**src/hw/rtl/oulmtf_pkg.sv**
```systemverilog
`default_nettype none
package oulmtf_pkg;

	localparam int CMD_W      = 3;
	localparam int KEY_PORT_W = 32;
	localparam int POS_W      = 7;
	localparam int STATUS_W   = 3;
	localparam int POS_MAX_W  = 11;

	typedef enum logic [CMD_W-1:0] {
		CMD_INSERT_AT  = 3'd0,
		CMD_INSERT_TOP = 3'd1,
		CMD_INSERT_BOT = 3'd2,
		CMD_REMOVE_AT  = 3'd3,
		CMD_REMOVE_KEY = 3'd4,
		CMD_FIND       = 3'd5,
		CMD_MOVE_TOP   = 3'd6
	} cmd_t;

	typedef enum logic [STATUS_W-1:0] {
		ST_DONE       = 3'd0,
		ST_BAD_OFFSET = 3'd1,
		ST_FULL       = 3'd2,
		ST_DUPLICATE  = 3'd3,
		ST_NO_CHANGE  = 3'd4
	} status_t;

	typedef enum logic [2:0] {
		OP_HOLD,
		OP_MATCH,
		OP_INSERT,
		OP_REMOVE,
		OP_MOVE
	} cell_op_t;

	typedef struct packed {
		cell_op_t               op;
		logic [POS_MAX_W-1:0]   where;
		logic [POS_MAX_W-1:0]   limit;
	} cell_ctrl_t;

	typedef struct packed {
		logic [CMD_W-1:0]      command;
		logic [KEY_PORT_W-1:0] item_key;
		logic [POS_W-1:0]      offset;
	} cmd_item_t;

	typedef struct packed {
		logic [POS_W-1:0]    position;
		logic [STATUS_W-1:0] status;
		logic [POS_W-1:0]    entry_count;
	} rsp_item_t;

endpackage
`default_nettype wire

```
**src/hw/rtl/oulmtf_cell.sv**
```systemverilog
`default_nettype none
module oulmtf_cell #(
	parameter int INDEX     = 0,
	parameter int KEY_WIDTH = 32
) (
	input  wire                        clk,
	input  oulmtf_pkg::cell_ctrl_t     ctrl,
	input  wire  [KEY_WIDTH-1:0]       key,
	input  wire  [KEY_WIDTH-1:0]       up_key,
	input  wire  [KEY_WIDTH-1:0]       down_key,
	output logic [KEY_WIDTH-1:0]       entry,
	output logic                       match
);
	import oulmtf_pkg::*;

	localparam logic [POS_MAX_W-1:0] MY_POS = POS_MAX_W'(INDEX);

	logic [KEY_WIDTH-1:0] entry_q;
	logic                 match_q;
	logic [KEY_WIDTH-1:0] entry_d;

	always_comb begin
		entry_d = entry_q;
		case (ctrl.op)
			OP_INSERT: begin
				if (MY_POS == ctrl.where) begin
					entry_d = key;
				end else if (MY_POS > ctrl.where) begin
					entry_d = up_key;
				end
			end
			OP_REMOVE: begin
				if (MY_POS >= ctrl.where) begin
					entry_d = down_key;
				end
			end
			OP_MOVE: begin
				if (MY_POS == '0) begin
					entry_d = key;
				end else if (MY_POS <= ctrl.where) begin
					entry_d = up_key;
				end
			end
			default: begin
				entry_d = entry_q;
			end
		endcase
	end

	always_ff @(posedge clk) begin
		entry_q <= entry_d;
		if (ctrl.op == OP_MATCH) begin
			match_q <= (MY_POS < ctrl.limit) && (entry_q == key);
		end
	end

	assign entry = entry_q;
	assign match = match_q;
endmodule
`default_nettype wire

```
**config.mk**
```make
export PLATFORM = sky130hd
export DESIGN_NAME = oulmtf_cell
export DESIGN_NICKNAME = d
export VERILOG_FILES = /design/src/hw/rtl/oulmtf_pkg.sv /design/src/hw/rtl/oulmtf_cell.sv
export SDC_FILE = /design/constraint.sdc
export NUM_CORES = 1
export LEC_CHECK = 0
export BUFFER_PORTS_ARGS = -buffer_cell sky130_fd_sc_hd__buf_2
export CORE_MARGIN = 3
export CORE_UTILIZATION = 36
export CTS_CLUSTER_DIAMETER = 120
export CTS_CLUSTER_SIZE = 8
export DETAILED_ROUTE_END_ITERATION = 8
export PLACE_DENSITY_LB_ADDON = 0.05
export SLEW_MARGIN = 10
export SYNTH_ARGS = -nofsm -noshare
export SYNTH_HDL_FRONTEND = slang
export SYNTH_SLANG_ARGS = --single-unit
```
**constraint.sdc**
```tcl
create_clock -name clk -period 4 [get_ports clk]
set_input_delay 0.8 -clock clk [delete_from_list [all_inputs] [get_ports clk]]
set_output_delay 0.8 -clock clk [all_outputs]
set_load 0.005 [all_outputs]
```
==> results.cfg, run 1 <==
[critical_path]
critPathRequiredTime_ns = 4.03
slowest_delay_ns = 0.84
reg2reg_slack_ns = 2.49
path_buf_inv = 1
path_class = input port to register
critical_path.top_delay_family = simple AND/OR/NAND/NOR gates
arrival_ns = 2.90
crit_path_end_kind = register
cp_max_fo = 33
critPathLaunchType = input port
cp_slowest_cell = and3b_1
crit_chain = buf_2, and3b_1, nor2b_1, and2_1, a221o_1

[detailed_routing]
drc = 0
wl_per_cell_um = 16.10
firstDrtPassIters = 4
drt-total-wl_um = 6311
vias = 1968
drtIter0Drc = 73
ant_nets = 0
vias_per_cell = 5.020

[cells_and_area]
diodes = 0
final_core_util_pct = 55.47
layout_commonest_cell = buf_2
nFillCells = 506
multi_input_area_mm2 = 0.001001
seqCellArea_um2 = 991.0
drive_gt1_share_pct = 50.62
final_nets = 444
layout_common_cells = 154 x buf_2, 33 x and2_1, 33 x edfxtp_1
syn_to_final_growth_pct = 43.70

[timing]
tightest_slew_ns = 1.205
hold_ws_ns = 0.7301
rsz0062_at_grt = false
worst_slack_ns = 1.132
finClkSkew_ns = 0.003839
hold_violations = 0
post-route-period-util_pct = 71.70
slew_violations = 0
setup_tns_ns = 0
setup_violations = 0
max_freq_ghz = 0.3487
relSlewSlack_pct = 19.69
min_period_ns = 2.868

[yosys]
synth_area_mm2 = 0.002047
synth_compound_area_share_pct = 16.26
ys_warn_count = 0
ys_seq_area_share_pct = 48.41
synth_nets = 291
syn_inst = 169
post_synth_num_cell_types = 19
synth_top_area_share_pct = 48.41
synth-seq-cells = 33
synth_top_family_by_area = simple AND/OR/NAND/NOR gates
synth_area_leaders = edfxtp_1 48%, a221o_1 16%, xor2_1 10%
synth_xor_area_share_pct = 13.69
synth_top_area_cell = edfxtp_1
avgSynthCellArea_um2 = 12.11
synth_fa_ha_area_share_pct = 0
yosys.area_share.simple_pct = 18.15
synthMuxAreaShare_pct = 0

[clock_network]
cts.path.max_buffers = 2
post-cts-setup-buffer-count = 0
cts_resized = 0
htreeDepth = 2
clock-root-buffer = clkbuf_8
numCtsBuffers = 5
cts_hold_buf = 0
cts.clk_slew.worst_paths_ns = 0.07
insertion_delay_ns = 0.28
cts_tree = built
cts_sinks = 33

[place]
place_hpwl_um = 5057
post-place-ws_ns = 0.8267
gp_congestion = 0.7700
io_buffers = 154

[run_status]
status = completed

[pwr]
power.leakage_nw = 1.307
ir_worst_vdd_uv = 145.1
p_per_area_mw_per_mm2 = 282.6
power_w = 0.0008311

[global_routing]
overflow = 0
grt_use_total_pct = 18.86
grt_pass1_vias = 1961
antenna_found_initial = 0
grt_max_degree = 34
grt_pass1_wl_um = 9259

[floorplan]
ioPinCount = 155
start_util_pct = 38.60
fp.coreArea_mm2 = 0.005303
die_w_um = 81.41
die_y_um = 81.41
num_rows = 26
die_area_mm2 = 0.006627

[hold_path]
hold_path.class = register to register

[flow_run]
max-cap-violations = 0
## cell usage after synthesis
cell type  count
nor2_1         1
o21ai_0        1
a22oi_1        1
nor2b_1        1
clkbuf_1       3
nand2b_1       3
nand4_1        4
and2_1        33
edfxtp_1      33
xnor2_1        8
xor2_1        24
buf_2          3
and3b_1        1
nand3_1        3
a221o_1       32
buf_6          4
nor4_1        11
or3b_1         1
nor3_1         2
## worst min-delay path: cells and delay by family, from the launching register on
family,cells,cell delay (ns)
flops,1,0.36
simple gates,2,0.14
xor+xnor,1,0.07
## stage by stage
stage	cell area (um2)	std cells
floorplan	2047	169
global placement	2865	385
detailed placement	2865	385
CTS	2942	392
global route	2942	392
finish	2942	392
## state kept, by name (all words and copies together), names as in the netlist
name	flops
match	1
entry	32
## metal layers
metal / vias to the layer above / routed length (um) / track usage, % / share of wire [%]
met5: - / 0 / 0 / 0
met4: 0 / 40 / 3.885 / 0.63
met3: 4 / 571 / 5.543 / 9.0
met2: 91 / 3115 / 32.57 / 49
met1: 902 / 2584 / 23.23 / 41
li1: 971 / - / - / -
## final timing paths
path	end	depth (start not counted)	from
hold reg to reg	match	3	entry[11]
setup reg to reg	match	4	entry[24]
setup / recovery	entry[21]	5	ctrl[24]
hold / removal	match	3	entry[11]
## where the power goes
part / switching, W / internal, W / leakage (nW)
Combinational: 0.0000784 / 0.0000999 / 0.969
Clock: 0.000119 / 0.000117 / 0.0387
Sequential: 0.0000107 / 0.000405 / 0.300
Total: 0.000208 / 0.000623 / 1.31
## area by class of cell
class / count / share of cell area (%)
multi-input cells: 126 / 34.03
clock buffers: 6 / 2.467
flip-flops and latches: 33 / 33.69
well taps: 70 / 2.977
repair buffers: 156 / 26.71
clock inverters: 1 / 0.1276
## logic make-up (layout without fill, tap and decap cells)
| group | Yosys count | in the layout |
|---|---|---|
| compound gates | 34 | 34 |
| xor+xnor | 32 | 32 |
| buf+inv | 10 | 163 |
| flops | 33 | 33 |
| simple gates | 60 | 60 |
Note: power is estimated with default switching activity, not from simulation.
==> inputs of run 2 (changes only) <==
==> constraint.sdc (replaced) <==
create_clock -name clk -period 2.6 [get_ports clk]
set_input_delay 0.52 -clock clk [delete_from_list [all_inputs] [get_ports clk]]
set_output_delay 0.52 -clock clk [all_outputs]
set_load 0.005 [all_outputs]
==> results.cfg, run 2 (synthesized netlist as in run 1, its figures left out) <==
[critical_path]
crit_start = ctrl[15]
crit_chain = buf_2, nor4_1, nand3_1, and2_1, buf_4, a221o_1
crit_path_end_kind = register
critPathLaunchType = input port
worstSetupEndpoint = entry[8]
slowest_delay_ns = 0.36
path_class = input port to register
arrival_ns = 1.97
cp_slowest_cell = nor4_1
critPathRequiredTime_ns = 2.62
rr_worst_depth = 4
reg2reg_slack_ns = 0.98
reg2reg_to = match
cp_max_fo = 15
rr_startpoint = entry[26]

[detailed_routing]
wl_per_cell_um = 15.19
drtIter0Drc = 101
firstDrtPassIters = 4
drt-total-wl_um = 6017
vias = 1967
vias_per_cell = 4.967
ant_nets = 0
drc = 0

[clock_network]
cts_tree = built
clock-root-buffer = clkbuf_8
post-cts-setup-buffer-count = 0
cts_sinks = 33
cts.clk_slew.worst_paths_ns = 0.07
cts_resized = 0
numCtsBuffers = 5
cts_hold_buf = 0
htreeDepth = 2
insertion_delay_ns = 0.28
cts.path.max_buffers = 2

[floorplan]
num_rows = 26
ioPinCount = 155
fp.coreArea_mm2 = 0.005303
start_util_pct = 38.60
die_y_um = 81.41
die_area_mm2 = 0.006627
die_w_um = 81.41

[timing]
tightest_slew_ns = 0.3926
post-route-period-util_pct = 74.84
relSlewSlack_pct = 73.59
rsz0062_at_grt = false
slew_violations = 0
setup_tns_ns = 0
min_period_ns = 1.946
hold_violations = 0
max_freq_ghz = 0.5139
setup_violations = 0
hold_ws_ns = 0.5357
finClkSkew_ns = 0.004841

[cells_and_area]
largest_register_ffs = 32
final_core_util_pct = 56.14
layout_common_cells = 154 x buf_2, 33 x and2_1, 33 x edfxtp_1
final_nets = 449
layout_commonest_cell = buf_2
fin_area_mm2 = 0.002977
fin_cells = 396
diodes = 0
syn_to_final_growth_pct = 45.42
drive_gt1_share_pct = 51.84

[global_routing]
grt_max_degree = 33
overflow = 0
grt_use_total_pct = 17.83
grt_pass1_wl_um = 8797
grt_pass1_vias = 1878
antenna_found_initial = 0

[place]
post-place-cells = 390
io_buffers = 154
place_hpwl_um = 4882
gp_congestion = 0.6993
placed_area_mm2 = 0.002903

[flow_run]
max-cap-violations = 0

[pwr]
p_per_area_mw_per_mm2 = 425.5
power.leakage_nw = 1.333
ir_worst_vdd_uv = 191.1

[hold_path]
hold_path.class = input port to register

[run_status]
status = completed
run 2: changes by cell type in the layout (fill, tap and decap cells not counted), sizes merged:
cell	previous run	this run
buf	156	161
clkbuf	6	5
run 2: final cells by class:
cell class / instances / area, um2
fillers: 506 / 2326
repair buffers: 161 / 823.3
flip-flops and latches: 33 / 991.0
well taps: 70 / 87.58
clock buffers: 5 / 68.82
clock inverters: 1 / 5.005
multi-input cells: 126 / 1001
run 2: power breakdown:
group	switching, W	internal, W
sequential	0.0000159	0.000624
clock	0.000172	0.000176
combinational	0.000120	0.000158
total	0.000308	0.000958
run 2: per-layer routing:
| layer | up-vias | track usage [%] | share of wire, % |
|---|---|---|---|
| li1 | 983 | - | - |
| met1 | 874 | 21.75 | 40 |
| met2 | 106 | 30.21 | 47 |
| met3 | 4 | 5.987 | 13 |
| met4 | 0 | 4.223 | 0.91 |
| met5 | - | 0 | 0 |
run 2: critical path: cells and delay by family:
| kind | cells | cell delay (ns) |
|---|---|---|
| compound gates | 1 | 0.31 |
| buf+inv | 2 | 0.30 |
| simple gates | 3 | 0.84 |
run 2: worst min-delay path by stage:
stage                from   endpoint  slack, ns  cells past startpoint
2_1_floorplan   entry[28]      match       0.69                      3
3_5_place_dp    entry[31]      match       0.73                      3
3_3_place_gp    entry[17]      match       0.73                      3
6_report       up_key[31]  entry[31]       0.54                      2
5_1_grt         up_key[7]   entry[7]       0.53                      2
4_1_cts        up_key[31]  entry[31]       0.53                      2
run 2: per-stage QoR:
stage | total power [W] | setup slack [ns]
after floorplan | 0.0007798 | 0.2646
after global placement | 0.0009303 | 0.4095
after detailed placement | 0.0009334 | 0.3420
after CTS | 0.001282 | 0.6486
after global routing | 0.001341 | 0.5271
final | 0.001266 | 0.6541
==> inputs of run 3 (changes only) <==
--- a/config.mk
+++ b/config.mk
@@ -7,7 +7,7 @@
 export LEC_CHECK = 0
 export BUFFER_PORTS_ARGS = -buffer_cell sky130_fd_sc_hd__buf_2
 export CORE_MARGIN = 3
-export CORE_UTILIZATION = 36
+export CORE_UTILIZATION = 40
 export CTS_CLUSTER_DIAMETER = 120
 export CTS_CLUSTER_SIZE = 8
 export DETAILED_ROUTE_END_ITERATION = 8
==> constraint.sdc (replaced) <==
create_clock -name clk -period 1.8 [get_ports clk]
set_input_delay 0.36 -clock clk [delete_from_list [all_inputs] [get_ports clk]]
set_output_delay 0.36 -clock clk [all_outputs]
set_load 0.005 [all_outputs]
==> results.cfg, run 3 (synthesized netlist as in run 1, its figures left out) <==
[floorplan]
fp.coreArea_mm2 = 0.004848
start_util_pct = 42.22
die_w_um = 77.54
die_area_mm2 = 0.006012
die_y_um = 77.54
ioPinCount = 155
num_rows = 25

[detailed_routing]
vias_per_cell = 5.078
ant_nets = 0
drc = 0
wl_per_cell_um = 15.70
drtIter0Drc = 102
firstDrtPassIters = 4
vias = 2031
drt-total-wl_um = 6278

[timing]
tightest_slew_ns = 0.2861
hold_violations = 0
hold_ws_ns = 0.3726
finClkSkew_ns = 0.003557
relSlewSlack_pct = 80.75
max_freq_ghz = 0.6170
min_period_ns = 1.621
slew_violations = 0
rsz0062_at_grt = false
setup_violations = 0
post-route-period-util_pct = 90.04

[place]
place_hpwl_um = 5065
gp_congestion = 0.7611
io_buffers = 154
placed_area_mm2 = 0.002994

[critical_path]
slowest_delay_ns = 0.38
critPathRequiredTime_ns = 1.83
rr_startpoint = entry[24]
path_buf_inv = 2
crit_start = ctrl[23]
rr_worst_depth = 4
crit_path_end_kind = register
cp_max_fo = 17
crit_cells = 6
critPathLaunchType = input port
critical_path.top_delay_family = simple AND/OR/NAND/NOR gates
reg2reg_slack_ns = 0.26
cp_slowest_cell = or3b_4
reg2reg_to = match
worstSetupEndpoint = entry[24]
crit_chain = buf_2, or3b_4, nor2b_1, and2_1, buf_4, a221o_1
arrival_ns = 1.65
path_class = input port to register

[clock_network]
post-cts-setup-buffer-count = 0
htreeDepth = 2
cts_hold_buf = 0
insertion_delay_ns = 0.28
cts_tree = built
numCtsBuffers = 5
clock-root-buffer = clkbuf_8
cts.clk_slew.worst_paths_ns = 0.07
cts_sinks = 33
cts_resized = 0
cts.path.max_buffers = 2

[pwr]
p_per_area_mw_per_mm2 = 615.6
power_w = 0.001894
power.leakage_nw = 1.372
ir_worst_vdd_uv = 359.3

[cells_and_area]
layout_common_cells = 154 x buf_2, 33 x and2_1, 33 x edfxtp_1
layout_commonest_cell = buf_2
drive_gt1_share_pct = 53.45
final_nets = 454
diodes = 0
syn_to_final_growth_pct = 50.31
seqCellArea_um2 = 991.0
largest_register_ffs = 32
fin_area_mm2 = 0.003077
nFillCells = 412
multi_input_area_mm2 = 0.001033

[global_routing]
grt_max_degree = 33
grt_pass1_vias = 2015
grt_pass1_wl_um = 9687
grt_use_total_pct = 20.45
antenna_found_initial = 0
overflow = 0

[run_status]
status = completed

[hold_path]
hold_path.class = input port to register

[flow_run]
max-cap-violations = 0
run 3: cell count changes in the layout (fill, tap and decap cells not counted):
| cell | delta |
|---|---|
| buf_12 | +2 |
| or3b_1 | -1 |
| clkbuf_1 | +1 |
| nor4_1 | -2 |
| nor4_4 | +2 |
| or3b_4 | +1 |
| clkinv_2 | +1 |
| buf_4 | +3 |
run 3: area by class of cell:
cell class                      count  share of cell area [%]
Clock buffer                        6                   2.359
Timing Repair Buffer              166                   28.79
Sequential cell                    33                   32.21
Clock inverter                      2                  0.3253
Tap cell                           67                   2.725
Multi-Input combinational cell    126                   33.59
run 3: through the flow:
stage / worst slack [ns] / TNS, ns / std cells / util, %
6_report: 0.1794 / 0 / 400 / 63.46
3_5_place_dp: -0.1224 / -3.286 / 392 / 61.75
4_1_cts: 0.1778 / 0 / 400 / 63.46
3_3_place_gp: -0.09903 / -2.936 / 392 / 61.75
5_1_grt: 0.1345 / 0 / 400 / 63.46
2_1_floorplan: -0.01376 / -0.4129 / 169 / -
run 3: where the power goes:
part / internal, W / switching (W)
combinational: 0.000241 / 0.000183
sequential: 0.000901 / 0.0000247
clock: 0.000268 / 0.000277
run 3: worst min path at each step:
stage	cells past startpoint	start	endpoint	slack (ns)
2_1_floorplan	1	ctrl[23]	match	0.55
5_1_grt	2	up_key[27]	entry[27]	0.37
3_5_place_dp	2	up_key[5]	entry[5]	0.66
4_1_cts	2	up_key[13]	entry[13]	0.37
3_3_place_gp	2	up_key[9]	entry[9]	0.66
6_report	2	up_key[16]	entry[16]	0.37
run 3: layer usage:
| metal | routed length (um) | vias up | global-route usage [%] |
|---|---|---|---|
| met1 | 2532 | 937 | 25.67 |
| li1 | - | 993 | - |
| met2 | 3188 | 96 | 35.23 |
| met3 | 505 | 5 | 4.872 |
| met4 | 51 | 0 | 5.338 |
| met5 | 0 | - | 0 |
